`config.mk`:
```
export PLATFORM = sky130hd
export DESIGN_NAME = rectangle_fill_engine_unit_flat
export DESIGN_NICKNAME = d
export VERILOG_FILES = /design/src/sv/rfe_pkg.sv /design/src/sv/rfe_if.sv /design/src/sv/rfe_queue.sv /design/src/sv/rfe_front.sv /design/src/sv/rfe_back.sv /design/src/sv/rectangle_fill_engine_unit.sv /design/src/flat_wrapper.sv
export SDC_FILE = /design/constraint.sdc
export NUM_CORES = 2
export LEC_CHECK = 0
export ABC_AREA = 0
export BUFFER_PORTS_ARGS = -buffer_cell sky130_fd_sc_hd__clkbuf_2
export CAP_MARGIN = 20
export CORE_AREA = 2 2 277 279
export CTS_BUF_LIST = sky130_fd_sc_hd__clkbuf_2
export CTS_CLUSTER_SIZE = 30
export DETAILED_ROUTE_END_ITERATION = 10
export DIE_AREA = 0 0 279 281
export PLACE_DENSITY = 0.92
export SLEW_MARGIN = 20
export SYNTH_ARGS = -nofsm -noshare
export SYNTH_HDL_FRONTEND = slang
export SYNTH_HIERARCHICAL = 1
export SYNTH_SLANG_ARGS = --single-unit
```
`constraint.sdc`:
```
create_clock -name i_clk -period 8.35 [get_ports i_clk]
set_input_delay 0.4175 -clock i_clk [delete_from_list [all_inputs] [get_ports i_clk]]
set_output_delay 0.4175 -clock i_clk [all_outputs]
set_load 0.02 [all_outputs]
```
`src/sv/rfe_pkg.sv`:
```
`default_nettype none

package rfe_pkg;

    // Default sizes; the first two are handed to the top level as parameter defaults.
    localparam int unsigned MAX_DIMENSION_DEF = 4096;
    localparam int unsigned ADDRESS_BITS_DEF  = 48;
    localparam int unsigned QUEUE_DEPTH       = 4;

    // Fixed field widths.
    localparam int unsigned DIM_W   = 13;
    localparam int unsigned POS_W   = 12;
    localparam int unsigned PITCH_W = 16;
    localparam int unsigned PB_W    = 3;
    localparam int unsigned COLOR_W = 32;
    localparam int unsigned FILL_W  = 24;
    localparam int unsigned KIND_W  = 2;
    localparam int unsigned CFG_IDX_W = 3;

    // Command codes on the input channel.
    localparam logic [1:0] ACT_FILL  = 2'd0;
    localparam logic [1:0] ACT_CLEAR = 2'd1;
    localparam logic [1:0] ACT_PUT   = 2'd2;
    localparam logic [1:0] ACT_TICK  = 2'd3;

    // Configuration register indexes.
    localparam logic [CFG_IDX_W-1:0] CFG_DISPLAY_READY = 3'd0;
    localparam logic [CFG_IDX_W-1:0] CFG_SCREEN_WIDTH  = 3'd1;
    localparam logic [CFG_IDX_W-1:0] CFG_SCREEN_HEIGHT = 3'd2;
    localparam logic [CFG_IDX_W-1:0] CFG_ROW_PITCH     = 3'd3;
    localparam logic [CFG_IDX_W-1:0] CFG_PIXEL_BYTES   = 3'd4;
    localparam logic [CFG_IDX_W-1:0] CFG_BASE_ADDRESS  = 3'd5;

    // Register reset values.
    localparam logic [DIM_W-1:0]   RST_SCREEN_WIDTH  = 13'd1024;
    localparam logic [DIM_W-1:0]   RST_SCREEN_HEIGHT = 13'd768;
    localparam logic [PITCH_W-1:0] RST_ROW_PITCH     = 16'd4096;
    localparam logic [PB_W-1:0]    RST_PIXEL_BYTES   = 3'd4;

    // Classified item kinds, as carried through the queue.
    typedef enum logic [KIND_W-1:0] {
        K_NONE,
        K_START,
        K_PUT,
        K_TICK
    } t_kind;

    // Screen geometry shared by the front and back parts.
    typedef struct packed {
        logic               display_ready;
        logic [DIM_W-1:0]   screen_width;
        logic [DIM_W-1:0]   screen_height;
        logic [PITCH_W-1:0] row_pitch;
        logic [PB_W-1:0]    pixel_bytes;
    } t_geom;

endpackage

`default_nettype wire

```
`src/sv/rfe_if.sv`:
```
`default_nettype none

interface rfe_cmd_if;
    import rfe_pkg::*;
    logic               valid;
    logic               ready;
    logic [1:0]         action;
    logic [POS_W-1:0]   pos_x;
    logic [POS_W-1:0]   pos_y;
    logic [DIM_W-1:0]   rect_width;
    logic [DIM_W-1:0]   rect_height;
    logic [COLOR_W-1:0] fill_color;

    modport source (output valid, action, pos_x, pos_y, rect_width, rect_height,
                    fill_color, input ready);
    modport sink   (input valid, action, pos_x, pos_y, rect_width, rect_height,
                    fill_color, output ready);
endinterface

interface rfe_pix_if #(
    parameter int unsigned ADDRESS_BITS = rfe_pkg::ADDRESS_BITS_DEF
);
    import rfe_pkg::*;
    logic                    valid;
    logic                    ready;
    logic                    write_valid;
    logic [ADDRESS_BITS-1:0] write_address;
    logic [COLOR_W-1:0]      write_data;
    logic                    write_wide;
    logic                    last_pixel;
    logic                    engine_busy;

    modport source (output valid, write_valid, write_address, write_data, write_wide,
                    last_pixel, engine_busy, input ready);
    modport sink   (input valid, write_valid, write_address, write_data, write_wide,
                    last_pixel, engine_busy, output ready);
endinterface

interface rfe_cfg_if #(
    parameter int unsigned ADDRESS_BITS = rfe_pkg::ADDRESS_BITS_DEF
);
    import rfe_pkg::*;
    logic                    valid;
    logic                    ready;
    logic [CFG_IDX_W-1:0]    index;
    logic [ADDRESS_BITS-1:0] data;

    modport source (output valid, index, data, input ready);
    modport sink   (input valid, index, data, output ready);
endinterface

`default_nettype wire

```
`src/sv/rfe_queue.sv`:
```
`default_nettype none

module rfe_queue #(
    parameter int unsigned WIDTH = 8,
    parameter int unsigned DEPTH = 4
) (
    input  wire logic             i_clk,
    input  wire logic             i_rst_n,
    input  wire logic             i_push,
    input  wire logic [WIDTH-1:0] i_data,
    output logic                  o_full,
    input  wire logic             i_pop,
    output logic                  o_valid,
    output logic [WIDTH-1:0]      o_data
);
    localparam int unsigned PTR_W = (DEPTH > 1) ? $clog2(DEPTH) : 1;
    localparam int unsigned CNT_W = $clog2(DEPTH + 1);

    logic [WIDTH-1:0] r_mem [DEPTH];
    logic [PTR_W-1:0] r_wr_ptr, n_wr_ptr;
    logic [PTR_W-1:0] r_rd_ptr, n_rd_ptr;
    logic [CNT_W-1:0] r_count, n_count;

    function automatic logic [PTR_W-1:0] bump(input logic [PTR_W-1:0] p);
        if (p == PTR_W'(DEPTH - 1)) begin
            return '0;
        end
        return p + PTR_W'(1);
    endfunction

    always_comb begin
        n_wr_ptr = i_push ? bump(r_wr_ptr) : r_wr_ptr;
        n_rd_ptr = i_pop ? bump(r_rd_ptr) : r_rd_ptr;
        n_count  = r_count + CNT_W'(i_push) - CNT_W'(i_pop);
    end

    always_ff @(posedge i_clk) begin
        if (!i_rst_n) begin
            r_wr_ptr <= '0;
            r_rd_ptr <= '0;
            r_count  <= '0;
        end else begin
            r_wr_ptr <= n_wr_ptr;
            r_rd_ptr <= n_rd_ptr;
            r_count  <= n_count;
        end
    end

    always_ff @(posedge i_clk) begin
        if (i_push) begin
            r_mem[r_wr_ptr] <= i_data;
        end
    end

    assign o_full  = (r_count == CNT_W'(DEPTH));
    assign o_valid = (r_count != '0);
    assign o_data  = r_mem[r_rd_ptr];

endmodule

`default_nettype wire

```
`src/sv/rfe_front.sv`:
```
`default_nettype none

module rfe_front #(
    parameter int unsigned MAX_DIMENSION = rfe_pkg::MAX_DIMENSION_DEF,
    parameter int unsigned ADDRESS_BITS  = rfe_pkg::ADDRESS_BITS_DEF,
    parameter int unsigned ENTRY_W       = 8
) (
    input  wire logic                    i_clk,
    input  wire logic                    i_rst_n,
    rfe_cmd_if.sink                      i_cmd,
    input  wire rfe_pkg::t_geom          i_geom,
    input  wire logic [ADDRESS_BITS-1:0] i_base,
    output logic                         o_push,
    output logic [ENTRY_W-1:0]           o_entry,
    input  wire logic                    i_full
);
    import rfe_pkg::*;

    localparam int unsigned PY_W = POS_W + PITCH_W;
    localparam int unsigned PX_W = POS_W + PB_W;

    logic               r_valid;
    t_kind              r_kind;
    logic [DIM_W-1:0]   r_cw;
    logic [DIM_W-1:0]   r_ch;
    logic [COLOR_W-1:0] r_color;
    logic [PY_W-1:0]    r_prod_y;
    logic [PX_W-1:0]    r_prod_x;

    t_kind              kind;
    logic [DIM_W-1:0]   sw, sh, room_x, room_y, want_w, want_h, cw, ch;
    logic [POS_W-1:0]   x, y;
    logic               in_range;
    logic               take;
    logic [ADDRESS_BITS-1:0] addr;

    function automatic logic [DIM_W-1:0] clamp_dim(input logic [DIM_W-1:0] v);
        if (32'(v) > MAX_DIMENSION) begin
            return DIM_W'(MAX_DIMENSION);
        end
        return v;
    endfunction

    // Classify the command and clip the rectangle against the screen.
    always_comb begin
        sw = clamp_dim(i_geom.screen_width);
        sh = clamp_dim(i_geom.screen_height);
        x  = (i_cmd.action == ACT_CLEAR) ? '0 : i_cmd.pos_x;
        y  = (i_cmd.action == ACT_CLEAR) ? '0 : i_cmd.pos_y;
        want_w = (i_cmd.action == ACT_CLEAR) ? sw : i_cmd.rect_width;
        want_h = (i_cmd.action == ACT_CLEAR) ? sh : i_cmd.rect_height;
        in_range = ({1'b0, x} < sw) && ({1'b0, y} < sh);
        room_x = sw - {1'b0, x};
        room_y = sh - {1'b0, y};
        cw = (want_w > room_x) ? room_x : want_w;
        ch = (want_h > room_y) ? room_y : want_h;
        unique case (i_cmd.action)
            ACT_FILL, ACT_CLEAR: begin
                kind = (i_geom.display_ready && in_range && cw != '0 && ch != '0)
                     ? K_START : K_NONE;
            end
            ACT_PUT: begin
                kind = i_geom.display_ready ? K_PUT : K_NONE;
            end
            default: begin
                kind = K_TICK;
            end
        endcase
    end

    assign o_push      = r_valid && !i_full;
    assign i_cmd.ready = !r_valid || !i_full;
    assign take        = i_cmd.valid && i_cmd.ready;

    always_ff @(posedge i_clk) begin
        if (!i_rst_n) begin
            r_valid <= 1'b0;
        end else if (i_cmd.ready) begin
            r_valid <= i_cmd.valid;
        end
    end

    always_ff @(posedge i_clk) begin
        if (take) begin
            r_kind   <= kind;
            r_cw     <= cw;
            r_ch     <= ch;
            r_color  <= i_cmd.fill_color;
            r_prod_y <= PY_W'(y) * PY_W'(i_geom.row_pitch);
            r_prod_x <= PX_W'(x) * PX_W'(i_geom.pixel_bytes);
        end
    end

    assign addr    = i_base + ADDRESS_BITS'(r_prod_y) + ADDRESS_BITS'(r_prod_x);
    assign o_entry = {r_kind, addr, r_cw, r_ch, r_color};

endmodule

`default_nettype wire

```
`src/sv/rfe_back.sv`:
```
`default_nettype none

module rfe_back #(
    parameter int unsigned ADDRESS_BITS = rfe_pkg::ADDRESS_BITS_DEF,
    parameter int unsigned ENTRY_W      = 8
) (
    input  wire logic               i_clk,
    input  wire logic               i_rst_n,
    input  wire logic               i_valid,
    input  wire logic [ENTRY_W-1:0] i_entry,
    output logic                    o_pop,
    input  wire rfe_pkg::t_geom     i_geom,
    rfe_pix_if.source               o_pix
);
    import rfe_pkg::*;

    t_kind                   e_kind;
    logic [ADDRESS_BITS-1:0] e_addr;
    logic [DIM_W-1:0]        e_cw, e_ch;
    logic [COLOR_W-1:0]      e_color;

    logic                    r_filling, n_filling;
    logic [DIM_W-1:0]        r_col, n_col, r_row, n_row;
    logic [DIM_W-1:0]        r_cw, n_cw, r_ch, n_ch;
    logic [ADDRESS_BITS-1:0] r_row_addr, n_row_addr;
    logic [FILL_W-1:0]       r_color, n_color;

    logic                    r_out_valid;
    logic                    res_wv, res_wide, res_last;
    logic [ADDRESS_BITS-1:0] res_addr;
    logic [COLOR_W-1:0]      res_data;
    logic [DIM_W:0]          col_inc, row_inc;
    logic [ADDRESS_BITS-1:0] next_row_addr;
    logic [DIM_W+PB_W-1:0]   col_off;

    assign {e_kind, e_addr, e_cw, e_ch, e_color} = i_entry;
    assign o_pop = i_valid && (!r_out_valid || o_pix.ready);

    always_comb begin
        n_filling  = r_filling;
        n_col      = r_col;
        n_row      = r_row;
        n_cw       = r_cw;
        n_ch       = r_ch;
        n_row_addr = r_row_addr;
        n_color    = r_color;
        res_wv     = 1'b0;
        res_addr   = '0;
        res_data   = '0;
        res_wide   = 1'b0;
        res_last   = 1'b0;
        col_inc    = {1'b0, r_col} + (DIM_W+1)'(1);
        row_inc    = {1'b0, r_row} + (DIM_W+1)'(1);
        next_row_addr = r_row_addr + ADDRESS_BITS'(i_geom.row_pitch);
        // The column offset follows the current pixel size on every tick.
        col_off    = (DIM_W+PB_W)'(r_col) * (DIM_W+PB_W)'(i_geom.pixel_bytes);
        unique case (e_kind)
            K_START: begin
                if (!r_filling) begin
                    n_filling  = 1'b1;
                    n_col      = '0;
                    n_row      = '0;
                    n_cw       = e_cw;
                    n_ch       = e_ch;
                    n_row_addr = e_addr;
                    n_color    = e_color[FILL_W-1:0];
                end
            end
            K_PUT: begin
                res_wv   = 1'b1;
                res_addr = e_addr;
                res_data = e_color;
                res_wide = 1'b1;
            end
            K_TICK: begin
                if (r_filling) begin
                    res_wv   = 1'b1;
                    res_addr = r_row_addr + ADDRESS_BITS'(col_off);
                    res_data = COLOR_W'(r_color);
                    if (col_inc >= {1'b0, r_cw}) begin
                        // End of a row: step down one pitch.
                        n_col      = '0;
                        n_row_addr = next_row_addr;
                        if (row_inc >= {1'b0, r_ch}) begin
                            n_row     = '0;
                            n_filling = 1'b0;
                            res_last  = 1'b1;
                        end else begin
                            n_row = row_inc[DIM_W-1:0];
                        end
                    end else begin
                        n_col      = col_inc[DIM_W-1:0];
                    end
                end
            end
            default: begin
            end
        endcase
    end

    always_ff @(posedge i_clk) begin
        if (!i_rst_n) begin
            r_filling   <= 1'b0;
            r_col       <= '0;
            r_row       <= '0;
            r_out_valid <= 1'b0;
        end else begin
            if (o_pop) begin
                r_filling <= n_filling;
                r_col     <= n_col;
                r_row     <= n_row;
            end
            if (o_pop) begin
                r_out_valid <= 1'b1;
            end else if (o_pix.ready) begin
                r_out_valid <= 1'b0;
            end
        end
    end

    always_ff @(posedge i_clk) begin
        if (o_pop) begin
            r_cw                <= n_cw;
            r_ch                <= n_ch;
            r_row_addr          <= n_row_addr;
            r_color             <= n_color;
            o_pix.write_valid   <= res_wv;
            o_pix.write_address <= res_addr;
            o_pix.write_data    <= res_data;
            o_pix.write_wide    <= res_wide;
            o_pix.last_pixel    <= res_last;
            o_pix.engine_busy   <= n_filling;
        end
    end

    assign o_pix.valid = r_out_valid;

endmodule

`default_nettype wire

```
`src/sv/rectangle_fill_engine_unit.sv`:
```
// Channel   Dir  Handshake          Beat carries
// i_cmd     in   valid / ready      action, pos_x, pos_y, rect_width, rect_height, fill_color
// i_cfg     in   valid / ready      register index, write data
// o_pix     out  valid / ready      write_valid, write_address, write_data, write_wide,
//                                   last_pixel, engine_busy
//
// Every command beat yields exactly one result beat, in order, one per cycle sustained
// while o_pix is ready. A beat passes the front register (clip and address products), the
// queue write and the back output register; ticks step the back part's fill counters.
// Reset (i_rst_n low at a clock edge) empties the pipeline, stops any fill and loads
// the configuration defaults. A stalled o_pix holds its beat while the front keeps
// taking commands until the queue is full.
`default_nettype none

module rectangle_fill_engine_unit #(
    parameter int unsigned MAX_DIMENSION = rfe_pkg::MAX_DIMENSION_DEF,
    parameter int unsigned ADDRESS_BITS  = rfe_pkg::ADDRESS_BITS_DEF
) (
    input  wire logic i_clk,
    input  wire logic i_rst_n,
    rfe_cmd_if.sink   i_cmd,
    rfe_cfg_if.sink   i_cfg,
    rfe_pix_if.source o_pix
);
    import rfe_pkg::*;

    // A queue entry holds the kind, the precomputed byte address, the clipped
    // size and the full color word.
    localparam int unsigned ENTRY_W = KIND_W + ADDRESS_BITS + 2 * DIM_W + COLOR_W;

    t_geom                   r_geom;
    logic [ADDRESS_BITS-1:0] r_base;

    logic                    q_push, q_full, q_pop, q_valid;
    logic [ENTRY_W-1:0]      q_in, q_out;

    // Configuration registers. Writes always complete; unknown indexes are dropped.
    assign i_cfg.ready = 1'b1;

    always_ff @(posedge i_clk) begin
        if (!i_rst_n) begin
            r_geom.display_ready <= 1'b0;
            r_geom.screen_width  <= RST_SCREEN_WIDTH;
            r_geom.screen_height <= RST_SCREEN_HEIGHT;
            r_geom.row_pitch     <= RST_ROW_PITCH;
            r_geom.pixel_bytes   <= RST_PIXEL_BYTES;
            r_base               <= '0;
        end else if (i_cfg.valid) begin
            unique case (i_cfg.index)
                CFG_DISPLAY_READY: r_geom.display_ready <= i_cfg.data[0];
                CFG_SCREEN_WIDTH:  r_geom.screen_width  <= i_cfg.data[DIM_W-1:0];
                CFG_SCREEN_HEIGHT: r_geom.screen_height <= i_cfg.data[DIM_W-1:0];
                CFG_ROW_PITCH:     r_geom.row_pitch     <= i_cfg.data[PITCH_W-1:0];
                CFG_PIXEL_BYTES:   r_geom.pixel_bytes   <= i_cfg.data[PB_W-1:0];
                CFG_BASE_ADDRESS:  r_base               <= i_cfg.data;
                default: begin
                end
            endcase
        end
    end

    // Front: takes commands, clips rectangles and forms start addresses.
    rfe_front #(
        .MAX_DIMENSION (MAX_DIMENSION),
        .ADDRESS_BITS  (ADDRESS_BITS),
        .ENTRY_W       (ENTRY_W)
    ) u_front (
        .i_clk   (i_clk),
        .i_rst_n (i_rst_n),
        .i_cmd   (i_cmd),
        .i_geom  (r_geom),
        .i_base  (r_base),
        .o_push  (q_push),
        .o_entry (q_in),
        .i_full  (q_full)
    );

    // Short queue so the front keeps accepting while the output stalls.
    rfe_queue #(
        .WIDTH (ENTRY_W),
        .DEPTH (QUEUE_DEPTH)
    ) u_queue (
        .i_clk   (i_clk),
        .i_rst_n (i_rst_n),
        .i_push  (q_push),
        .i_data  (q_in),
        .o_full  (q_full),
        .i_pop   (q_pop),
        .o_valid (q_valid),
        .o_data  (q_out)
    );

    // Back: owns the fill state and produces one pixel write per tick while filling, and per put.
    rfe_back #(
        .ADDRESS_BITS (ADDRESS_BITS),
        .ENTRY_W      (ENTRY_W)
    ) u_back (
        .i_clk   (i_clk),
        .i_rst_n (i_rst_n),
        .i_valid (q_valid),
        .i_entry (q_out),
        .o_pop   (q_pop),
        .i_geom  (r_geom),
        .o_pix   (o_pix)
    );

endmodule

`default_nettype wire
```
`src/flat_wrapper.sv`:
```
// flat-port wrapper written by rule: the top's interface ports become plain ports
module rectangle_fill_engine_unit_flat import rfe_pkg::*;
#(
    parameter int unsigned MAX_DIMENSION = rfe_pkg::MAX_DIMENSION_DEF,
    parameter int unsigned ADDRESS_BITS  = rfe_pkg::ADDRESS_BITS_DEF
)
  (i_clk, i_rst_n, i_cmd_valid, i_cmd_action, i_cmd_pos_x, i_cmd_pos_y, i_cmd_rect_width, i_cmd_rect_height, i_cmd_fill_color, i_cmd_ready, i_cfg_valid, i_cfg_index, i_cfg_data, i_cfg_ready, o_pix_valid, o_pix_write_valid, o_pix_write_address, o_pix_write_data, o_pix_write_wide, o_pix_last_pixel, o_pix_engine_busy, o_pix_ready);
  rfe_cmd_if i_cmd_i ();
  rfe_cfg_if #(.ADDRESS_BITS(ADDRESS_BITS)) i_cfg_i ();
  rfe_pix_if #(.ADDRESS_BITS(ADDRESS_BITS)) o_pix_i ();
  input  wire logic i_clk;
  input  wire logic i_rst_n;
  input wire logic [$bits(i_cmd_i.valid)-1:0] i_cmd_valid;
  input wire logic [$bits(i_cmd_i.action)-1:0] i_cmd_action;
  input wire logic [$bits(i_cmd_i.pos_x)-1:0] i_cmd_pos_x;
  input wire logic [$bits(i_cmd_i.pos_y)-1:0] i_cmd_pos_y;
  input wire logic [$bits(i_cmd_i.rect_width)-1:0] i_cmd_rect_width;
  input wire logic [$bits(i_cmd_i.rect_height)-1:0] i_cmd_rect_height;
  input wire logic [$bits(i_cmd_i.fill_color)-1:0] i_cmd_fill_color;
  output wire logic [$bits(i_cmd_i.ready)-1:0] i_cmd_ready;
  input wire logic [$bits(i_cfg_i.valid)-1:0] i_cfg_valid;
  input wire logic [$bits(i_cfg_i.index)-1:0] i_cfg_index;
  input wire logic [$bits(i_cfg_i.data)-1:0] i_cfg_data;
  output wire logic [$bits(i_cfg_i.ready)-1:0] i_cfg_ready;
  output wire logic [$bits(o_pix_i.valid)-1:0] o_pix_valid;
  output wire logic [$bits(o_pix_i.write_valid)-1:0] o_pix_write_valid;
  output wire logic [$bits(o_pix_i.write_address)-1:0] o_pix_write_address;
  output wire logic [$bits(o_pix_i.write_data)-1:0] o_pix_write_data;
  output wire logic [$bits(o_pix_i.write_wide)-1:0] o_pix_write_wide;
  output wire logic [$bits(o_pix_i.last_pixel)-1:0] o_pix_last_pixel;
  output wire logic [$bits(o_pix_i.engine_busy)-1:0] o_pix_engine_busy;
  input wire logic [$bits(o_pix_i.ready)-1:0] o_pix_ready;
  assign i_cmd_i.valid = i_cmd_valid;
  assign i_cmd_i.action = i_cmd_action;
  assign i_cmd_i.pos_x = i_cmd_pos_x;
  assign i_cmd_i.pos_y = i_cmd_pos_y;
  assign i_cmd_i.rect_width = i_cmd_rect_width;
  assign i_cmd_i.rect_height = i_cmd_rect_height;
  assign i_cmd_i.fill_color = i_cmd_fill_color;
  assign i_cmd_ready = i_cmd_i.ready;
  assign i_cfg_i.valid = i_cfg_valid;
  assign i_cfg_i.index = i_cfg_index;
  assign i_cfg_i.data = i_cfg_data;
  assign i_cfg_ready = i_cfg_i.ready;
  assign o_pix_valid = o_pix_i.valid;
  assign o_pix_write_valid = o_pix_i.write_valid;
  assign o_pix_write_address = o_pix_i.write_address;
  assign o_pix_write_data = o_pix_i.write_data;
  assign o_pix_write_wide = o_pix_i.write_wide;
  assign o_pix_last_pixel = o_pix_i.last_pixel;
  assign o_pix_engine_busy = o_pix_i.engine_busy;
  assign o_pix_i.ready = o_pix_ready;
  rectangle_fill_engine_unit #(.MAX_DIMENSION(MAX_DIMENSION), .ADDRESS_BITS(ADDRESS_BITS)) u_core (.i_clk(i_clk), .i_rst_n(i_rst_n), .i_cmd(i_cmd_i), .i_cfg(i_cfg_i), .o_pix(o_pix_i));
endmodule
```
==> flow_summary.html <==
<table>
<tr><th>Metric</th><th>Value</th></tr>
<tr><th colspan="2">Outcome</th></tr>
<tr><td>Run status</td><td>finished, final reports clean</td></tr>
<tr><th colspan="2">Floorplanning</th></tr>
<tr><td>Die area</td><td>between 70000 and 80000 µm²</td></tr>
<tr><td>Horiz. Die Dim</td><td>279 µm</td></tr>
<tr><td>Die span in y</td><td>~280 µm</td></tr>
<tr><td>Top-Level Pins</td><td>~230</td></tr>
<tr><td>Starting density of the core</td><td>between 60% and 70%</td></tr>
<tr><td>Core Region</td><td>75400 µm²</td></tr>
<tr><td>Number of placement rows</td><td>101</td></tr>
<tr><th colspan="2">Synthesis</th></tr>
<tr><td>Synth async-reset ratio</td><td>0%</td></tr>
<tr><td>Total standard cell area after synthesis</td><td>between 40000 and 50000 µm²</td></tr>
<tr><td>Nets in the synthesized netlist</td><td>between 4000 and 5000</td></tr>
<tr><td>Register area share after synthesis</td><td>~51%</td></tr>
<tr><td>Post-synth EDFFs</td><td>around 720</td></tr>
<tr><td>Number of synthesized register bits</td><td>about 850</td></tr>
<tr><td>Synthesized area divided by synthesized cell count</td><td>12.2 µm²</td></tr>
<tr><td>Mapped Cells</td><td>3912</td></tr>
<tr><td>Yosys warns</td><td>6</td></tr>
<tr><td>Ys flop type</td><td>edfxtp_1</td></tr>
<tr><td>Library cells used by synthesis</td><td>slightly above 90</td></tr>
<tr><th colspan="2">Global route</th></tr>
<tr><td>Overall overflow remaining after global route</td><td>0</td></tr>
<tr><td>First-pass GRT wire length</td><td>roughly 210 mm</td></tr>
<tr><td>Number of antenna violations at the first check in global routing</td><td>6</td></tr>
<tr><td>Maximum number of pins on one net before global-route repair</td><td>87</td></tr>
<tr><td>Via count of the first global-routing pass</td><td>37200</td></tr>
<tr><td>All-layer global routing usage</td><td>about a third</td></tr>
<tr><th colspan="2">Timing</th></tr>
<tr><td>Max Transition Viols Final</td><td>0</td></tr>
<tr><td>Clk_skew</td><td>about 0.15 ns</td></tr>
<tr><td>Number of hold violations in the final report</td><td>0</td></tr>
<tr><td>Setup violation total in the final timing report</td><td>0</td></tr>
<tr><td>Total Neg Setup Slack</td><td>0 ns</td></tr>
<tr><td>Max-Slew Margin vs Limit</td><td>between 20% and 30%</td></tr>
<tr><td>Crit share post-route</td><td>roughly nine tenths</td></tr>
<tr><td>Minimum period implied by the final worst setup slack</td><td>7.40 ns</td></tr>
<tr><td>Unrepaired setup endpoints after global routing</td><td>no</td></tr>
<tr><td>Highest clock rate</td><td>135 MHz</td></tr>
<tr><td>Worst slew pin tran</td><td>roughly 1.1 ns</td></tr>
<tr><th colspan="2">Route</th></tr>
<tr><td>Vias</td><td>roughly 37000</td></tr>
<tr><td>Number of design-rule violations left by the first detailed-router iteration</td><td>roughly 5500</td></tr>
<tr><td>Vias per cell</td><td>6.65</td></tr>
<tr><td>Detailed-route wire length per cell</td><td>approximately 25 µm</td></tr>
<tr><td>Post-detailed-route count of antenna-violating nets</td><td>0</td></tr>
<tr><td>DRC</td><td>0</td></tr>
<tr><td>Pre-Repair DR Iteration Count</td><td>8</td></tr>
<tr><td>Overall routed net length</td><td>between 100 and 150 mm</td></tr>
<tr><th colspan="2">Critical path</th></tr>
<tr><td>CP delay by family, top</td><td>simple AND/OR/NAND/NOR gates</td></tr>
<tr><td>Destination of the worst register-to-register timing path</td><td>u_core/u_front/r_kind[0]</td></tr>
<tr><td>Worst endpoint required time</td><td>9.52 ns</td></tr>
<tr><td>Slowest cell on crit path</td><td>and2_0</td></tr>
<tr><td>End of the critical path</td><td>u_core/u_front/r_kind[0]</td></tr>
<tr><td>Critical Path, Cell by Cell</td><td>dlygate4sd3_1 -&gt; clkbuf_2 -&gt; nand2b_4 -&gt; and2_0 -&gt; inv_1 -&gt; ha_1 -&gt; a21o_1 -&gt; a31oi_1 -&gt; o21ai_1 -&gt; a221oi_2 -&gt; o21ai_0 -&gt; a21oi_1 -&gt; xor2_1 -&gt; ha_1 -&gt; nand3_1 -&gt; a2111o_1 -&gt; o211a_1 -&gt; nor2_4 -&gt; nand2_1 -&gt; o21a_1 -&gt; or4_1 -&gt; or4_1 -&gt; o211a_1 -&gt; dlygate4sd3_1</td></tr>
<tr><td>R2R Path Start</td><td>u_core/r_geom[31]</td></tr>
<tr><td>Maximum fanout along the worst path</td><td>86</td></tr>
<tr><td>Slowest stage delay, CP</td><td>0.77 ns</td></tr>
<tr><td>Worst R2R Setup Slack</td><td>~1.3 ns</td></tr>
<tr><td>CP arrival</td><td>8.57 ns</td></tr>
<tr><td>Number of cell instances on the worst register-to-register path</td><td>21</td></tr>
<tr><td>Sum of buffers and inverters on the critical path</td><td>4</td></tr>
<tr><td>Type of element launching the critical path</td><td>primary input</td></tr>
<tr><td>Depth of the critical timing path with buffers and inverters included</td><td>24</td></tr>
<tr><td>Worst setup path class</td><td>primary input to register</td></tr>
<tr><td>Endpoint kind of the worst setup timing path</td><td>register</td></tr>
<tr><td>Worst Setup SP</td><td>i_cmd_action[1]</td></tr>
<tr><th colspan="2">Placement</th></tr>
<tr><td>Placed cell count</td><td>~4900</td></tr>
<tr><td>Count of buffers from port buffering</td><td>225</td></tr>
<tr><td>GPL Wtd Cong</td><td>0.965</td></tr>
<tr><td>DP HPWL</td><td>82.3 mm</td></tr>
<tr><th colspan="2">Finish</th></tr>
<tr><td>Area growth from synthesis to final layout</td><td>14.0%</td></tr>
<tr><td>Fill cell count</td><td>4380</td></tr>
<tr><td>Fraction of final layout cells sized beyond drive strength 1</td><td>between 15 and 20%</td></tr>
<tr><td>Count of nets after finishing</td><td>roughly 5000</td></tr>
<tr><td>Final Instance Count excl. Fillers</td><td>between 5000 and 6000</td></tr>
<tr><th colspan="2">Power</th></tr>
<tr><td>Maximum ir drop on the vdd rail</td><td>between 0.2 and 0.25 mV</td></tr>
<tr><td>Areal power density over the cells</td><td>237 nW/µm²</td></tr>
<tr><td>Total power after layout</td><td>~13 mW</td></tr>
<tr><td>Leakage power figure</td><td>between 20 and 25 nW</td></tr>
<tr><th colspan="2">Clock network</th></tr>
<tr><td>Post_cts resized</td><td>0</td></tr>
<tr><td>CTS Root Buffer Type</td><td>clkbuf_2</td></tr>
<tr><td>Clock Sinks</td><td>around 850</td></tr>
<tr><td>CTS clk-pin slew, worst paths</td><td>around 0.11 ns</td></tr>
<tr><td>CTS tree</td><td>yes</td></tr>
<tr><td>Worst skew pair latency</td><td>1.46 ns</td></tr>
<tr><td>Cts bufs inserted</td><td>~200</td></tr>
<tr><td>H-tree levels</td><td>4</td></tr>
<tr><td>Buffer levels on the longest clock path</td><td>3</td></tr>
<tr><th colspan="2">Min path</th></tr>
<tr><td>Min-Delay Path Class</td><td>primary input to register</td></tr>
<tr><th colspan="2">Run</th></tr>
<tr><td>Number of max-capacitance violations reported</td><td>0</td></tr>
</table>
[routing by layer]
metal	global-route usage (%)	vias up	share of wire, %
li1	-	15400	-
met1	42.3	17600	33
met2	56.3	3405	46
met3	9.69	930	13
met4	23.4	6	7.6
met5	0	-	0.035
[how the worst min path moves through the flow]
| stage | start | endpoint | slack [ns] | cells past startpoint |
|---|---|---|---|---|
| after global placement | u_core/r_geom[25] | u_core/r_geom[25] | 0.44 | 2 |
| after floorplan | u_core/r_geom[21] | u_core/r_geom[21] | 0.43 | 2 |
| after detailed placement | u_core/r_geom[19] | u_core/r_geom[19] | 0.45 | 2 |
| final | i_cfg_data[0] | u_core/r_base[0] | 0.14 | 4 |
| after CTS | i_cfg_data[12] | u_core/r_geom[31] | 0.01 | 4 |
| after global routing | o_pix_ready | u_core/u_back/o_pix.valid | 0.07 | 4 |
[metrics by stage]
step / hold WS [ns] / setup slack (ns) / util [%] / cell area, µm²
4_1_cts: 0.0135 / 1.86 / 72.2 / 54500
3_3_place_gp: 0.437 / 1.19 / 65.8 / 49600
5_1_grt: 0.0680 / 0.977 / 72.2 / 54500
2_1_floorplan: 0.430 / 1.29 / - / 47800
6_report: 0.141 / 0.951 / 72.3 / 54500
3_5_place_dp: 0.448 / 1.02 / 65.8 / 49600
[final cells by class]
cell class	instances	area, µm²	area share, %
inverters	349	1310	2.41
multi-input cells	2517	21500	39.5
flip-flops and latches	849	24200	44.4
well taps	978	1220	2.24
diodes	5	12.5	0.0230
repair buffers	556	4380	8.04
clock inverters	70	399	0.732
clock buffers	293	1470	2.69
[worst register-to-register path: cells and delay by family, from the launching register on]
| family | cells | cell delay [ns] |
|---|---|---|
| flip-flops | 1 | 0.76 |
| adder cells (fa/ha/maj) | 2 | 0.56 |
| XOR/XNOR | 1 | 0.36 |
| AND/OR/NAND/NOR | 7 | 2.25 |
| buffers and inverters | 2 | 0.63 |
| AO/OA/AOI/OAI | 9 | 2.27 |
[cell usage after synthesis, types with 9 or more instances]
cell type / count / share of area (%)
edfxtp_1: 717 / 45
nand2_1: 438 / 3.4
inv_1: 348 / 2.7
ha_1: 241 / 6.3
fa_1: 196 / 8.2
clkbuf_1: 147 / 1.2
nand3_1: 145 / 1.5
dfxtp_1: 132 / 5.5
and3_1: 131 / 1.7
a21oi_1: 129 / 1.3
mux2i_1: 127 / 2.7
mux4_2: 108 / 5.1
o21ai_0: 104 / 1.1
xnor2_1: 103 / 1.9
nor2_1: 98 / 0.77
and2_1: 68 / 0.89
nor2b_1: 51 / 0.67
a21o_1: 49 / 0.77
xor2_1: 47 / 0.86
nand4_1: 33 / 0.43
buf_2: 32 / 0.33
or3_1: 32 / 0.42
or4_1: 29 / 0.46
a22o_1: 28 / 0.51
a31oi_1: 28 / 0.37
nand2b_1: 27 / 0.35
nor3_1: 26 / 0.27
o21a_1: 26 / 0.41
o211ai_1: 21 / 0.33
a211oi_1: 17 / 0.27
o21bai_1: 15 / 0.24
a32oi_1: 14 / 0.26
o21ai_1: 13 / 0.14
o22ai_1: 13 / 0.17
o31ai_1: 11 / 0.17
nor4_1: 9 / 0.12
[where the power goes]
part           switching [mW]  internal [mW]  total, mW  leakage (nW)
Sequential              0.489           5.54       6.03          7.85
Combinational            2.57           1.51       4.08          13.3
Clock                    1.77           1.05       2.82          1.42
Total                    4.83           8.10       12.9          22.5
[what timing repair did]
item / in CTS / in global routing
endpoints found under the setup margin: 0 / 0
hold buffers: 301 / 0
buffers inserted: 0 / 0
endpoints found under the hold margin: 272 / 0
[placed cells by master, fill, tap and decap left out, drive strengths merged, types with 13 or more instances in the layout]
| cell | count |
|---|---|
| mux2i | 127 |
| o22ai | 13 |
| a32oi | 14 |
| fa | 196 |
| clkbuf | 517 |
| o21a | 26 |
| buf | 32 |
| and3 | 132 |
| o21bai | 15 |
| o21ai | 118 |
| dfxtp | 132 |
| mux4 | 108 |
| a21oi | 132 |
| a31oi | 29 |
| nand4 | 35 |
| edfxtp | 717 |
| inv | 355 |
| nand2 | 438 |
| nor2b | 51 |
| ha | 241 |
| clkinv | 59 |
| a22o | 28 |
| dlygate4sd3 | 300 |
| a211oi | 18 |
| and2 | 72 |
| or3 | 34 |
| o211ai | 21 |
| nand3 | 145 |
| a21o | 49 |
| or4 | 33 |
| xor2 | 47 |
| nor2 | 99 |
| nor3 | 26 |
| xnor2 | 103 |
| nand2b | 27 |
[cells by family (layout without fill, tap and decap cells)]
group / after synthesis / after routing / share of synthesized area (%)
AND/OR/NAND/NOR: 1139 / 1139 / 12.0
flip-flops: 849 / 849 / 50.5
AO/OA/AOI/OAI: 546 / 546 / 7.61
buffers and inverters: 546 / 1268 / 4.57
adder cells (fa/ha/maj): 437 / 437 / 14.5
multiplexers: 243 / 243 / 7.93
XOR/XNOR: 151 / 151 / 2.79
other: 1 / 6 / 0.00784
[registers in the layout, indices dropped and copies added, names as in the netlist, 15 cells and up, named ones only]
name                               count
u_core/u_front/r_color                32
u_core/u_queue/r_mem                 432
u_core/r_geom                         46
u_core/u_front/r_prod_x               15
u_core/u_back/r_row_addr              48
u_core/u_front/r_prod_y               28
u_core/u_back/o_pix.write_data        32
u_core/u_back/r_color                 24
u_core/u_back/o_pix.write_address     48
u_core/r_base                         48
(Power assumes the default switching activity.)
